===== config.mk =====
export PLATFORM = sky130hd
export DESIGN_NAME = qse_front
export DESIGN_NICKNAME = d
export VERILOG_FILES = /design/src/rtl/qse_pkg.sv /design/src/rtl/qse_front.sv
export SDC_FILE = /design/constraint.sdc
export NUM_CORES = 2
export LEC_CHECK = 0
export BUFFER_PORTS_ARGS = -buffer_cell sky130_fd_sc_hd__buf_2
export CAP_MARGIN = 30
export CORE_MARGIN = 2
export CORE_UTILIZATION = 30
export DETAILED_ROUTE_END_ITERATION = 16
export GPL_TIMING_DRIVEN = 0
export REMOVE_ABC_BUFFERS = 1
export SLEW_MARGIN = 40
export SYNTH_ARGS = -nofsm -noshare
export SYNTH_HDL_FRONTEND = slang
export SYNTH_SLANG_ARGS = --single-unit

===== constraint.sdc =====
create_clock -name clk -period 36.9 [get_ports clk]
set_clock_uncertainty 0.1 [all_clocks]
set_input_delay 7.38 -clock clk [delete_from_list [all_inputs] [get_ports clk]]
set_output_delay 7.38 -clock clk [all_outputs]
set_load 0.05 [all_outputs]

===== src/rtl/qse_pkg.sv =====
package qse_pkg;

	// Table geometry.
	localparam int MAX_SEGMENTS     = 256;
	localparam int COEF_PER_SEGMENT = 6;
	localparam int SEG_W            = $clog2(MAX_SEGMENTS);
	localparam int SLOT_W           = 3;

	// Depth of the queue between the front and the back.
	localparam int QUEUE_DEPTH = 4;

	// Number of outputs in the derivative chain, and multiply-add steps per chain.
	localparam int NUM_DERIV = 5;
	localparam int NUM_STEPS = 5;
	// Register stages in one multiply-add step.
	localparam int STEP_LAT  = 3;
	localparam int CHAIN_LAT = NUM_STEPS * STEP_LAT;

	// Command codes of the input transaction.
	localparam logic CMD_LOAD = 1'b0;
	localparam logic CMD_EVAL = 1'b1;

	// Configuration register indexes.
	localparam logic [1:0] REG_START_TIME    = 2'd0;
	localparam logic [1:0] REG_INV_STEP      = 2'd1;
	localparam logic [1:0] REG_SEGMENT_COUNT = 2'd2;

	// Entry passed from the front to the back.
	typedef struct packed {
		logic              is_eval;
		logic [SEG_W-1:0]  seg;
		logic [SLOT_W-1:0] slot;
		logic [31:0]       coef;
		logic [31:0]       arg;
		logic              clamped;
		logic              sat;
	} q_entry_t;

	// Side information that travels alongside the multiply-add chains.
	typedef struct packed {
		logic                                    valid;
		logic                                    clamped;
		logic                                    sat;
		logic [31:0]                             arg;
		logic [COEF_PER_SEGMENT-1:0][31:0]       coef;
	} info_t;

	// Falling factorial n!/(n-d)! for derivative d of the power n term.
	function automatic logic [7:0] falling(input int d, input int n);
		logic [7:0] r;
		r = 8'd1;
		for (int i = 0; i < 5; i++) begin
			if (i < d) begin
				r = (n - i > 0) ? 8'(r * (n - i)) : 8'd0;
			end
		end
		return r;
	endfunction

endpackage


===== src/rtl/qse_front.sv =====
module qse_front (
	input  logic              clk,
	input  logic              arst_n,
	input  logic              in_valid,
	output logic              in_ready,
	input  logic              cmd,
	input  logic [7:0]        seg_index,
	input  logic [2:0]        coef_slot,
	input  logic [31:0]       coef_value,
	input  logic [31:0]       eval_time,
	input  logic [31:0]       start_time,
	input  logic [31:0]       inv_step,
	input  logic [8:0]        segment_count,
	output logic              push,
	output qse_pkg::q_entry_t push_data,
	input  logic              q_full
);
	import qse_pkg::*;

	logic        valid_s1;
	logic        eval_s1;
	logic [7:0]  seg_s1;
	logic [2:0]  slot_s1;
	logic [31:0] coef_s1;
	logic        neg_s1;
	logic [63:0] mag_s1;

	logic signed [32:0] diff;
	logic [32:0]        abs_diff;
	logic               advance;

	logic [31:0]        frac;
	logic signed [33:0] ip;
	logic [8:0]         n_seg;
	logic [8:0]         k;
	logic signed [33:0] whole;
	logic [31:0]        arg;
	logic               arg_sat;

	assign advance  = !valid_s1 || !q_full;
	assign in_ready = advance;
	assign push     = valid_s1 && !q_full;

	// Offset from the grid origin and its magnitude.
	assign diff     = $signed({eval_time[31], eval_time}) - $signed({start_time[31], start_time});
	assign abs_diff = diff[32] ? 33'(-diff) : 33'(diff);

	// Accept stage: scale the offset by the inverse step.
	always_ff @(posedge clk or negedge arst_n) begin
		if (!arst_n) begin
			valid_s1 <= 1'b0;
		end else if (advance) begin
			valid_s1 <= in_valid;
		end
	end

	always_ff @(posedge clk) begin
		if (advance && in_valid) begin
			eval_s1 <= (cmd == CMD_EVAL);
			seg_s1  <= seg_index;
			slot_s1 <= coef_slot;
			coef_s1 <= coef_value;
			neg_s1  <= diff[32];
			mag_s1  <= 64'(65'(abs_diff) * 65'(inv_step));
		end
	end

	// Floor of the grid position, then segment selection and local argument.
	always_comb begin
		if (neg_s1) begin
			ip   = -$signed({2'b00, mag_s1[63:32]}) - ((mag_s1[31:0] != '0) ? 34'sd1 : 34'sd0);
			frac = 32'(0) - mag_s1[31:0];
		end else begin
			ip   = $signed({2'b00, mag_s1[63:32]});
			frac = mag_s1[31:0];
		end

		if (segment_count == '0) begin
			n_seg = 9'd1;
		end else if (segment_count > 9'(MAX_SEGMENTS)) begin
			n_seg = 9'(MAX_SEGMENTS);
		end else begin
			n_seg = segment_count;
		end

		if (ip[33]) begin
			k = '0;
		end else if (ip > $signed({25'b0, n_seg - 9'd1})) begin
			k = n_seg - 9'd1;
		end else begin
			k = ip[8:0];
		end

		whole   = ip - $signed({25'b0, k});
		arg_sat = 1'b0;
		if (whole > 34'sd127) begin
			arg     = 32'h7FFF_FFFF;
			arg_sat = 1'b1;
		end else if (whole < -34'sd128) begin
			arg     = 32'h8000_0000;
			arg_sat = 1'b1;
		end else begin
			arg = {whole[7:0], frac[31:8]};
		end
	end

	// Queue entry: a load keeps its address, an evaluation its segment.
	always_comb begin
		push_data.is_eval = eval_s1;
		push_data.seg     = eval_s1 ? k[SEG_W-1:0] : seg_s1[SEG_W-1:0];
		push_data.slot    = slot_s1;
		push_data.coef    = coef_s1;
		push_data.arg     = arg;
		push_data.clamped = ($signed({25'b0, k}) != ip);
		push_data.sat     = arg_sat;
	end

endmodule


Word-level counts from Yosys, hierarchy flattened
Cells that the tools add are included.
Word-level totals
  flip-flop bits (word level): 110
  input port bits: 153
  logic and storage cells: 40
Cells by class
  multiplexer cells: 13
  add/subtract/negate cells: 7
  equality and inequality tests: 1
  reduce and logical (&&, ||, !) cells: 7
  multiply operators: 1
  order comparisons: 4
Operators by type and width (count)
  $mux W32: 3
  $mul A33 B32 Y64: 1
  $mux W9: 4
  $gt A34 B10 Y1: 1
  $gt A34 B8 Y1 const B: 1
  $lt A34 B8 Y1 const B: 1
  $mux W34: 1
  $ne A10 B34 Y1: 1
  $neg A32 Y34: 1
  $sub A34 B10 Y34: 1
  $sub A34 B2 Y34: 1
  $mux W33: 1
  $neg A33 Y33: 1
  $sub A32 B32 Y33: 1
  $reduce_bool A32 Y1: 1
  $sub A1 B32 Y32 const A: 1
  $gt A9 B9 Y1 const B: 1
  $logic_not A9 Y1: 1
  $sub A9 B1 Y9 const B: 1
  $mux W8: 1
  $mux W1: 3
  $logic_and A1 B1 Y1: 2
  $logic_not A1 Y1: 2
  $logic_or A1 B1 Y1: 1

Longest topological paths before layout
  depth in word-level cells: 11
  mapped depth: 48
  mapped depth without buffers: 45

Worst setup path before layout
OpenSTA, ideal clock, no wires.
  path type: in2out
  start point: in segment_count[1]
  end point: out push_data[23] (netlist name)
  required time: 29.420 ns
  stages on the path: 32
  buffers on the path: 2
  data arrival time: 14.881 ns
  slack: 14.539 ns
  path through: nor4_1 -> a21oi_1 -> or2_2 -> ha_1 -> clkbuf_1 -> o21a_1 -> a31oi_1 -> ha_1 -> nor2b_1 -> o21ai_0 -> a21oi_1 -> a211oi_1 -> a31oi_1 -> nor3_1 -> a41oi_1 -> or2_2 -> a21oi_1 -> ha_1 -> inv_1 -> fa_1 -> a21o_1 -> a21oi_1 -> o21bai_1 -> a21oi_1 -> o21ai_0 -> xnor2_1 -> or3_1 -> a2111oi_0 -> nand4_1 -> or3_1 -> buf_2 -> o311ai_1
RTL lines
  start: declaration: RTL line qse_front.sv:13  | input logic [8:0] segment_count,
  end: declaration: RTL line qse_front.sv:15  | output qse_pkg::q_entry_t push_data,

==> results.cfg <==
[worst_setup_path]
reg2reg_from = valid_s1
startpoint_type = input pin
reg2reg_depth = 3
path_class = in2out
critPathMaxFanout = 31
arrival_ns = 16.37
path_common_cell = a21oi_1
crit_start = segment_count[2]
crit_end = push_data[31]
cpPeakStageDelay_ns = 0.76
r2r_end = neg_s1
crit_required_ns = 29.42
cpMaxStageDelayCell = or3_2
r2r_slack_ns = 35.25
worst_setup_path_end_kind = primary output

[sta]
max_freq_ghz = 0.0419
slew_headroom_pct = 40.6
worst_pin_slew_ns = 0.891
finalHoldViolCount = 0
setup_viol = 0
tns_ns = 0
fin_ws_ns = 13.05
rsz0062_at_grt = false
drv_slew = 0
timing.final.crit_share_pct = 64.6
min_period_ns = 23.85

[synth]
yosysSeqAreaShare_pct = 7.25
yosys-top-cells-area = fa_1 41%, ha_1 9.5%, inv_1 8.8%, edfxtp_1 7.2%, and2_1 6.9%
synth-edff-count = 109
synth_top_family_by_area = adder cells
yosys.area.top_type = fa_1
avgSynthCellArea_sq_um = 8.84
synth_seq_cells = 110
synthAdderAreaFrac_pct = 50.3
synth_top_area_share_pct = 40.8
ys_warn_count = 0
synthMuxAreaShare_pct = 0.501
yosys.area_share.simple_pct = 18.3
ys_types = 103
async_flop_share_pct = 0.909
synth-xor-area-share_pct = 3.36
yosys_most_used_dff = edfxtp_1
syn_area_sq_mm = 0.0455
synthCells = 5146
synth_compound_area_share_pct = 9.11

[routing]
drt_iter0_drc = 2394
final_antenna_net_count = 0
wl_met2_um = 60200
wl_met1_um = 58500
wirelength_um = 130000
drt-pass1-iter-count = 6
met3WireLength_um = 8940
via_per_inst = 4.85
wire_per_inst_um = 17.9
vias = 35200
drcViolationCount = 0
highest_layer = met4

[cells_and_area]
fin_nets = 6672
syn_to_final_growth_pct = 10.3
fin_cells = 7272
final_cell_mix = 1062 x inv_1, 927 x fa_1, 680 x nand2_1
fin_area_sq_mm = 0.0502
drive_gt1_share_pct = 8.93
mostFrequentLayoutCell = inv_1

[clock_tree]
postCtsSetupRepairBufs = 0
clock_path_buffers = 2
clkTransAtPathRegs_ns = 0.07
cts_max_level = 3
cts_buffers = 9
clock_latency_ns = 0.36
cts_resized = 0
cts_tree = built
root_buffer = clkbuf_16
postCtsHoldBufs = 0
cts.sinks = 110

[global_routing]
grt_use_total_pct = 17.1
grt_pass1_wl_um = 212000
grt_start_max_net_pins = 42
antenna_found_initial = 5
overflow = 0
grt_pass1_vias = 37500

[placement]
dpl.cell_count = 7251
dpl-instance-area_sq_mm = 0.0498
place_congestion = 0.874
port-buffer-count = 232
hpwl_um = 109000
preCtsSetupSlack_ns = 12.90

[run]
cap_violations = 0

[status]
outcome = completed

[floorplan]
ios = 233
core_sq_mm = 0.150
num_rows = 142
die_area_sq_mm = 0.155
fp.dieW_um = 393
start_util_pct = 30.3
fp.dieH_um = 393

[hold_path]
hp-class = reg2reg
hold_depth = 2
-- how the worst min path moves through the flow --
stage	from	endpoint	slack, ns
after floorplan	valid_s1	valid_s1	0.72
after global placement	valid_s1	valid_s1	0.40
after detailed placement	valid_s1	valid_s1	0.42
after CTS	valid_s1	valid_s1	0.44
after global routing	valid_s1	valid_s1	0.48
final	valid_s1	valid_s1	0.44
-- cell usage after synthesis (all sizes together) (40+ instances only) --
library cell	count
nor2	101
o21ai	108
nand3	54
clkbuf	246
a21o	72
nor2b	40
fa	927
xor2	71
edfxtp	109
and2	502
nand2b	70
nor3	54
nand2	681
xnor2	101
a21oi	137
inv	1064
ha	345
-- layer usage --
layer | up-vias | GRT usage [%]
met3 | 149 | 2.27
met4 | 0 | 3.60
met1 | 17800 | 24.2
li1 | 16100 | -
met2 | 1233 | 27.9
met5 | - | 0
-- through the flow --
step | utilization, % | hold slack, ns
5_1_grt | 33.4 | 0.484
3_5_place_dp | 33.2 | 0.421
6_report | 33.4 | 0.439
2_1_floorplan | - | 0.722
3_3_place_gp | 32.0 | 0.396
4_1_cts | 33.4 | 0.442
-- worst max-delay path: cells and delay by family --
family,cells,cell delay [ns]
and+or+nand+nor,12,3.89
adders and majority gates,4,1.20
buffers and inverters,3,0.55
AOI/OAI and AO/OA,14,3.31
-- area by class of cell --
| type | instances | area [sq um] |
|---|---|---|
| clock buffer | 11 | 233 |
| antenna | 4 | 10.0 |
| sequential | 110 | 3300 |
| timing repair buffer | 361 | 2520 |
| fill | 15600 | 99900 |
| inverter | 1064 | 3990 |
| tap | 2016 | 2520 |
| clock inverter | 5 | 67.6 |
| multi-input combinational | 3701 | 37500 |
-- sequential cells by signal, summed over array words and instances, names as in the netlist --
register / flops
coef_s1: 32
valid_s1: 1
mag_s1: 64
eval_s1: 1
slot_s1: 3
seg_s1: 8
neg_s1: 1
-- cell families after synthesis --
logic type                 Yosys count
and+or+nand+nor                   1642
buffers and inverters             1335
adders and majority gates         1272
AOI/OAI and AO/OA                  592
xor gates and xnor gates           173
DFF                                110
muxes                               22
Power is not shown: default switching activity piles up to over one toggle a cycle in this logic, so the estimate is an artifact.
