--- config.mk ---
export PLATFORM = sky130hd
export DESIGN_NAME = qse_queue
export DESIGN_NICKNAME = d
export VERILOG_FILES = /design/src/rtl/qse_pkg.sv /design/src/rtl/qse_queue.sv
export SDC_FILE = /design/constraint.sdc
export NUM_CORES = 1
export LEC_CHECK = 0
export ABC_CLOCK_PERIOD_IN_PS = 4400
export BUFFER_PORTS_ARGS = -buffer_cell sky130_fd_sc_hd__buf_2
export CAP_MARGIN = 20
export CORE_UTILIZATION = 35
export DETAILED_ROUTE_END_ITERATION = 6
export HOLD_SLACK_MARGIN = 0.02
export PLACE_DENSITY_LB_ADDON = 0.12
export SYNTH_ARGS = -nofsm -noshare
export SYNTH_HDL_FRONTEND = slang
export SYNTH_SLANG_ARGS = --single-unit
--- constraint.sdc ---
create_clock -name clk -period 4.4 [get_ports clk]
set_clock_uncertainty 0.15 [all_clocks]
set_input_delay 1.1 -clock clk [delete_from_list [all_inputs] [get_ports clk]]
set_output_delay 1.1 -clock clk [all_outputs]
set_load 0.02 [all_outputs]
--- src/rtl/qse_pkg.sv ---
package qse_pkg;

	// Table geometry.
	localparam int MAX_SEGMENTS     = 256;
	localparam int COEF_PER_SEGMENT = 6;
	localparam int SEG_W            = $clog2(MAX_SEGMENTS);
	localparam int SLOT_W           = 3;

	// Depth of the queue between the front and the back.
	localparam int QUEUE_DEPTH = 4;

	// Number of outputs in the derivative chain, and multiply-add steps per chain.
	localparam int NUM_DERIV = 5;
	localparam int NUM_STEPS = 5;
	// Register stages in one multiply-add step.
	localparam int STEP_LAT  = 3;
	localparam int CHAIN_LAT = NUM_STEPS * STEP_LAT;

	// Command codes of the input transaction.
	localparam logic CMD_LOAD = 1'b0;
	localparam logic CMD_EVAL = 1'b1;

	// Configuration register indexes.
	localparam logic [1:0] REG_START_TIME    = 2'd0;
	localparam logic [1:0] REG_INV_STEP      = 2'd1;
	localparam logic [1:0] REG_SEGMENT_COUNT = 2'd2;

	// Entry passed from the front to the back.
	typedef struct packed {
		logic              is_eval;
		logic [SEG_W-1:0]  seg;
		logic [SLOT_W-1:0] slot;
		logic [31:0]       coef;
		logic [31:0]       arg;
		logic              clamped;
		logic              sat;
	} q_entry_t;

	// Side information that travels alongside the multiply-add chains.
	typedef struct packed {
		logic                                    valid;
		logic                                    clamped;
		logic                                    sat;
		logic [31:0]                             arg;
		logic [COEF_PER_SEGMENT-1:0][31:0]       coef;
	} info_t;

	// Falling factorial n!/(n-d)! for derivative d of the power n term.
	function automatic logic [7:0] falling(input int d, input int n);
		logic [7:0] r;
		r = 8'd1;
		for (int i = 0; i < 5; i++) begin
			if (i < d) begin
				r = (n - i > 0) ? 8'(r * (n - i)) : 8'd0;
			end
		end
		return r;
	endfunction

endpackage

--- src/rtl/qse_queue.sv ---
module qse_queue (
	input  logic              clk,
	input  logic              arst_n,
	input  logic              push,
	input  qse_pkg::q_entry_t push_data,
	output logic              full,
	input  logic              pop,
	output logic              not_empty,
	output qse_pkg::q_entry_t pop_data
);
	import qse_pkg::*;

	localparam int PTR_W = $clog2(QUEUE_DEPTH);

	q_entry_t           mem_q [QUEUE_DEPTH];
	logic [PTR_W-1:0]   wr_ptr_q;
	logic [PTR_W-1:0]   rd_ptr_q;
	logic [PTR_W:0]     count_q;

	assign full      = (count_q == (PTR_W+1)'(QUEUE_DEPTH));
	assign not_empty = (count_q != '0);
	assign pop_data  = mem_q[rd_ptr_q];

	// Pointers and fill level.
	always_ff @(posedge clk or negedge arst_n) begin
		if (!arst_n) begin
			wr_ptr_q <= '0;
			rd_ptr_q <= '0;
			count_q  <= '0;
		end else begin
			if (push) begin
				wr_ptr_q <= (wr_ptr_q == PTR_W'(QUEUE_DEPTH - 1)) ? '0 : wr_ptr_q + 1'b1;
			end
			if (pop) begin
				rd_ptr_q <= (rd_ptr_q == PTR_W'(QUEUE_DEPTH - 1)) ? '0 : rd_ptr_q + 1'b1;
			end
			if (push && !pop) begin
				count_q <= count_q + 1'b1;
			end else if (pop && !push) begin
				count_q <= count_q - 1'b1;
			end
		end
	end

	// Entry storage.
	always_ff @(posedge clk) begin
		if (push) begin
			mem_q[wr_ptr_q] <= push_data;
		end
	end

endmodule

== Yosys cells after proc, flatten, opt, wreduce, memory -nomap -nowiden ==
Memory sizes are Yosys's and may differ from the RTL's.
Cells that the tools add are included.
Operators by class
  reductions and logical operators: 6
  eq/ne operators: 3
  multiplexer cells: 6
  $add $sub $neg: 4
Operator list (number)
  two-way mux 3 bit: 2
  adder 2 x 1 -> 2 bit (second input constant): 2
  equality test 2 bit (second input constant): 2
  two-way mux 2 bit: 2
  adder 3 x 1 -> 3 bit (second input constant): 1
  equality test 3 bit (second input constant): 1
  nonzero test 3 bit: 1
  subtractor 3 x 1 -> 3 bit (second input constant): 1
  logical AND 1 bit: 2
  zero test 1 bit: 2
  two-way mux 1 bit: 2
  nonzero test 2 bit: 1
Word-level totals
  input bits: 82
  output and inout bits: 80
  bits in writable memories: 312
  flip-flop bits (word level): 7
  word-level logic and storage cells: 23
  memories kept: 1
Memory list
  mem_q: words 4, width 78, read ports 1, clocked after Yosys merged registers in 0, write ports 1, line qse_queue.sv:15  | q_entry_t mem_q [QUEUE_DEPTH];

== Logic depth before layout (Yosys ltp) ==
  depth in word-level cells: 4
  mapped depth: 7
  depth with buffers taken out: 7

== Worst setup path before layout ==
Ideal clock, no wire load.
  kind: input to register
  from: input push
  to: memory mem_q[0][0] (netlist name), enable pin
  arrival: 2919 ps
  stages: 1
  setup slack: 887 ps
  library setup time: 445 ps
  required time: 3805 ps
  cell sequence: and2_1
Between the ends
  word-level cells in the longest chain between the ends: 2
RTL lines
  start, declared: line qse_queue.sv:4  | input logic push,
  two-way mux 1 bit: line qse_queue.sv:47  | if (push) begin
  two-way mux 1 bit (not written as such): line qse_queue.sv:48  | mem_q[wr_ptr_q] <= push_data;
  end, declared: line qse_queue.sv:15
Every way passes these cells.

==> impl_results.html <==
<table>
<tr><th>Metric</th><th>Value</th></tr>
<tr><th colspan="2">Clocking</th></tr>
<tr><td>CTS hold repair buffers</td><td>0</td></tr>
<tr><td>Buffers inserted during post-CTS setup optimization</td><td>0</td></tr>
<tr><td># H-tree levels</td><td>2</td></tr>
<tr><td>Clk_lat worst skew</td><td>0.50 ns</td></tr>
<tr><td>Sinks on the clock net</td><td>319</td></tr>
<tr><td>Clk buf depth</td><td>3</td></tr>
<tr><td>TritonCTS Buffers</td><td>36</td></tr>
<tr><td>Clock tree root buffer cell</td><td>sky130_fd_sc_hd__clkbuf_16</td></tr>
<tr><td>TritonCTS clock tree</td><td>yes</td></tr>
<tr><td>CTS-repair resized insts</td><td>0</td></tr>
<tr><td>Post-CTS clock slew at the launch and capture registers of the worst setup and hold paths</td><td>0.06 ns</td></tr>
<tr><th colspan="2">Die</th></tr>
<tr><td>Die Outline Area</td><td>34300 sq um</td></tr>
<tr><td>Area of the core region</td><td>32800 sq um</td></tr>
<tr><td>Initial core utilization</td><td>0.359</td></tr>
<tr><td>I/O pin count</td><td>162</td></tr>
<tr><td>Horiz. Die Dim</td><td>185 um</td></tr>
<tr><td>Height of the die</td><td>185 um</td></tr>
<tr><td>Placement Rows</td><td>66</td></tr>
<tr><th colspan="2">GRT</th></tr>
<tr><td>First-pass GRT wire length</td><td>34900 um</td></tr>
<tr><td>Overall overflow remaining after global route</td><td>0</td></tr>
<tr><td>Pin count of the biggest net entering global routing</td><td>51</td></tr>
<tr><td>Number of antenna violations at the first check in global routing</td><td>4</td></tr>
<tr><td>All-Layer GR Usage</td><td>0.140</td></tr>
<tr><td>Vias in the first global route</td><td>5759</td></tr>
<tr><th colspan="2">Timing</th></tr>
<tr><td>Post-route clock period utilization</td><td>0.834</td></tr>
<tr><td>Final setup violation count</td><td>0</td></tr>
<tr><td>Worst slew slack as a fraction of its limit</td><td>0.448</td></tr>
<tr><td>Final total negative setup slack</td><td>0 ns</td></tr>
<tr><td>Unrepaired setup endpoints after global routing</td><td>false</td></tr>
<tr><td>Maximum clock frequency</td><td>0.272 GHz</td></tr>
<tr><td>Pins over their slew limit</td><td>0</td></tr>
<tr><td>Hold Violations, Final</td><td>0</td></tr>
<tr><td>Slew at the pin with the worst max-slew slack</td><td>0.829 ns</td></tr>
<tr><td>Final worst path period need</td><td>3.67 ns</td></tr>
<tr><th colspan="2">Drt</th></tr>
<tr><td>Post-Route WL</td><td>23400 um</td></tr>
<tr><td>DRT antenna net count</td><td>0</td></tr>
<tr><td>Count of TritonRoute iterations in the first routing pass</td><td>4</td></tr>
<tr><td>Vias per Instance</td><td>4.73</td></tr>
<tr><td>Via total after detailed routing</td><td>5228</td></tr>
<tr><td>Routed length per instance</td><td>21.2 um</td></tr>
<tr><td>DRC violation total after the first TritonRoute iteration</td><td>270</td></tr>
<tr><td>DRC violation count after routing</td><td>0</td></tr>
<tr><th colspan="2">Layout</th></tr>
<tr><td>Filler instances</td><td>2854</td></tr>
<tr><td>Fraction of layout instances using a drive strength above 1</td><td>0.466</td></tr>
<tr><td>Synthesis-to-layout area growth</td><td>20.6%</td></tr>
<tr><td>Final layout net count</td><td>726</td></tr>
<tr><td>Final cell count without fillers</td><td>1105</td></tr>
<tr><th colspan="2">Placed design</th></tr>
<tr><td>Cell count after placement</td><td>1041</td></tr>
<tr><td>HPWL Detailed</td><td>14000 um</td></tr>
<tr><td>Final weighted congestion of routability-driven global placement</td><td>0.691</td></tr>
<tr><td>Count of input and output buffers</td><td>161</td></tr>
<tr><th colspan="2">Worst setup path</th></tr>
<tr><td>Setup CP Type</td><td>register to primary output</td></tr>
<tr><td>Highest fanout seen on the critical path</td><td>21</td></tr>
<tr><td>Critical path endpoint</td><td>pop_data[60]</td></tr>
<tr><td>Startpoint type of the worst setup path</td><td>register</td></tr>
<tr><td>Worst r2r dst</td><td>mem_q[0][65]$_DFFE_PP_</td></tr>
<tr><td>Worst path required time</td><td>3.15 ns</td></tr>
<tr><td>WP data arrival</td><td>2.42 ns</td></tr>
<tr><td>Slack of the worst reg-to-reg path</td><td>2.19 ns</td></tr>
<tr><td>Critical path startpoint</td><td>rd_ptr_q[0]$_DFFE_PN0P_</td></tr>
<tr><td>Crit. End Element</td><td>primary output</td></tr>
<tr><td>Startpoint of the worst register-to-register path</td><td>wr_ptr_q[0]$_DFFE_PN0P_</td></tr>
<tr><td>Depth of the most critical reg-to-reg path</td><td>4</td></tr>
<tr><th colspan="2">Pwr</th></tr>
<tr><td>Overall Power</td><td>9.63 mW</td></tr>
<tr><td>Clock Power Share</td><td>0.294</td></tr>
<tr><td>Fraction of power spent switching nets</td><td>0.303</td></tr>
<tr><td>Fraction of power consumed by sequential logic</td><td>0.428</td></tr>
<tr><td>P_int</td><td>6.71 mW</td></tr>
<tr><td>Sw power</td><td>2.92 mW</td></tr>
<tr><td>Power per standard cell area</td><td>680 nW/um^2</td></tr>
<tr><td>Standby leakage power</td><td>4.80 nW</td></tr>
<tr><td>Worst vdd rail ir drop</td><td>297 uV</td></tr>
<tr><td>Fraction of power consumed by combinational cells</td><td>0.278</td></tr>
<tr><th colspan="2">Synthesis</th></tr>
<tr><td>Top_reg_cell synth</td><td>sky130_fd_sc_hd__edfxtp_1</td></tr>
<tr><td>Area contributors post-synth</td><td>sky130_fd_sc_hd__edfxtp_1 (80%), sky130_fd_sc_hd__mux4_2 (15%), sky130_fd_sc_hd__dfrtp_1 (1.5%), sky130_fd_sc_hd__buf_12 (1.4%), sky130_fd_sc_hd__ha_1 (0.64%)</td></tr>
<tr><td>Most frequent cells after synthesis</td><td>sky130_fd_sc_hd__edfxtp_1 (312), sky130_fd_sc_hd__mux4_2 (78), sky130_fd_sc_hd__buf_12 (8), sky130_fd_sc_hd__buf_2 (8), sky130_fd_sc_hd__dfrtp_1 (7)</td></tr>
<tr><td>Number of warning messages in the yosys log</td><td>0</td></tr>
<tr><td>Top-area cell type share of the netlist area</td><td>0.797</td></tr>
<tr><td>Synthesis-stage register bit count</td><td>319</td></tr>
<tr><td>Proportion of synthesized flip-flops having asynchronous set or reset</td><td>0.0219</td></tr>
<tr><td>Distinct cell type count of the synthesized netlist</td><td>21</td></tr>
<tr><td>Post-synthesis sequential area ratio</td><td>0.812</td></tr>
<tr><td>Count leader, synth</td><td>sky130_fd_sc_hd__edfxtp_1</td></tr>
<tr><td>Synthesized netlist cell count</td><td>445</td></tr>
<tr><td>Cell type with the largest total area after synthesis</td><td>sky130_fd_sc_hd__edfxtp_1</td></tr>
<tr><td>Total nets after synthesis</td><td>534</td></tr>
<tr><td>Post-Syn Area</td><td>11800 sq um</td></tr>
<tr><td>Avg Cell Area, Syn</td><td>26.4 sq um</td></tr>
<tr><td>Number of enable flip-flop cells after synthesis</td><td>312</td></tr>
<tr><th colspan="2">Run status</th></tr>
<tr><td>Outcome</td><td>complete, no violations</td></tr>
<tr><th colspan="2">Run</th></tr>
<tr><td>Total of max-cap violations</td><td>0</td></tr>
<tr><th colspan="2">Hold path</th></tr>
<tr><td>Worst hold path class</td><td>input pin to async pin</td></tr>
</table>
==> logic make-up after synthesis <==
| family | count (synthesis) | share of synthesized area |
|---|---|---|
| multiplexers | 80 | 0.151 |
| AO/OA/AOI/OAI | 3 | 0.00149 |
| buffers and inverters | 22 | 0.0199 |
| XOR/XNOR | 3 | 0.00224 |
| flip-flops | 319 | 0.812 |
| adder cells (fa/ha/maj) | 7 | 0.00809 |
| AND/OR/NAND/NOR | 11 | 0.00500 |
==> stage by stage <==
| stage | setup WS, ns | hold WS, ns | util | area [sq um] |
|---|---|---|---|---|
| global route | 0.524 | 0.288 | 0.432 | 14200 |
| CTS | 0.581 | 0.278 | 0.432 | 14200 |
| floorplan | 0.887 | 0.299 | - | 11800 |
| finish | 0.728 | 0.287 | 0.432 | 14200 |
| detailed placement | 1.12 | 0.335 | 0.398 | 13000 |
| global placement | 1.12 | 0.317 | 0.398 | 13000 |
==> routing by layer <==
metal / vias to the layer above / part of all wire / GRT usage
met5: - / 0.0015 / 0
met4: 6 / 0.022 / 0.0420
met3: 45 / 0.055 / 0.0330
met2: 110 / 0.51 / 0.241
met1: 2764 / 0.41 / 0.174
li1: 2303 / - / -
==> cell type report <==
type	count	area [sq um]	area share
sequential	319	9550	0.674
multi-input combinational	104	1990	0.140
clock buffer	43	948	0.0669
timing repair buffer	172	938	0.0662
tap	442	553	0.0390
clock inverter	19	173	0.0122
inverter	4	15.0	0.00106
antenna	2	5.00	0.000353
==> power by group through the flow <==
| stage | Clock (mW) | Sequential (mW) | Combinational (mW) |
|---|---|---|---|
| 6_report | 2.83 | 4.13 | 2.68 |
| 2_1_floorplan | 0 | 4.07 | 2.05 |
| 3_3_place_gp | 0 | 4.18 | 2.77 |
| 5_1_grt | 3.02 | 4.19 | 2.89 |
| 4_1_cts | 2.92 | 4.15 | 2.78 |
| 3_5_place_dp | 0 | 4.21 | 2.77 |
==> worst min path at each step <==
stage / from / end / slack (ns) / depth (start not counted)
final: arst_n / count_q[2]$_DFFE_PN0P_ / 0.29 / 1
after global routing: arst_n / count_q[2]$_DFFE_PN0P_ / 0.29 / 1
after global placement: count_q[2]$_DFFE_PN0P_ / count_q[2]$_DFFE_PN0P_ / 0.32 / 1
after floorplan: count_q[2]$_DFFE_PN0P_ / count_q[2]$_DFFE_PN0P_ / 0.30 / 1
after CTS: arst_n / count_q[2]$_DFFE_PN0P_ / 0.28 / 1
after detailed placement: count_q[2]$_DFFE_PN0P_ / count_q[2]$_DFFE_PN0P_ / 0.33 / 1
==> worst max-delay path, stage by stage, from the launching register on <==
cell and delay [ns]:
sky130_fd_sc_hd__dfrtp_4 0.72, sky130_fd_sc_hd__buf_4 0.45, sky130_fd_sc_hd__mux4_2 0.56, sky130_fd_sc_hd__buf_2 0.18
==> cell usage in the layout (no fill, tap or decap), types with 5 or more instances in the layout <==
cell	count
sky130_fd_sc_hd__clkbuf_1	6
sky130_fd_sc_hd__buf_4	7
sky130_fd_sc_hd__ha_1	6
sky130_fd_sc_hd__edfxtp_1	312
sky130_fd_sc_hd__clkinv_1	6
sky130_fd_sc_hd__clkinv_2	6
sky130_fd_sc_hd__dfrtp_1	5
sky130_fd_sc_hd__mux4_2	78
sky130_fd_sc_hd__clkbuf_16	37
sky130_fd_sc_hd__buf_2	161
==> flip-flops by register name, indices dropped and copies added, names as in the netlist <==
signal / cells
mem_q: 312
rd_ptr_q: 2
wr_ptr_q: 2
count_q: 3
No activity file was read; power rests on OpenSTA's default activity.
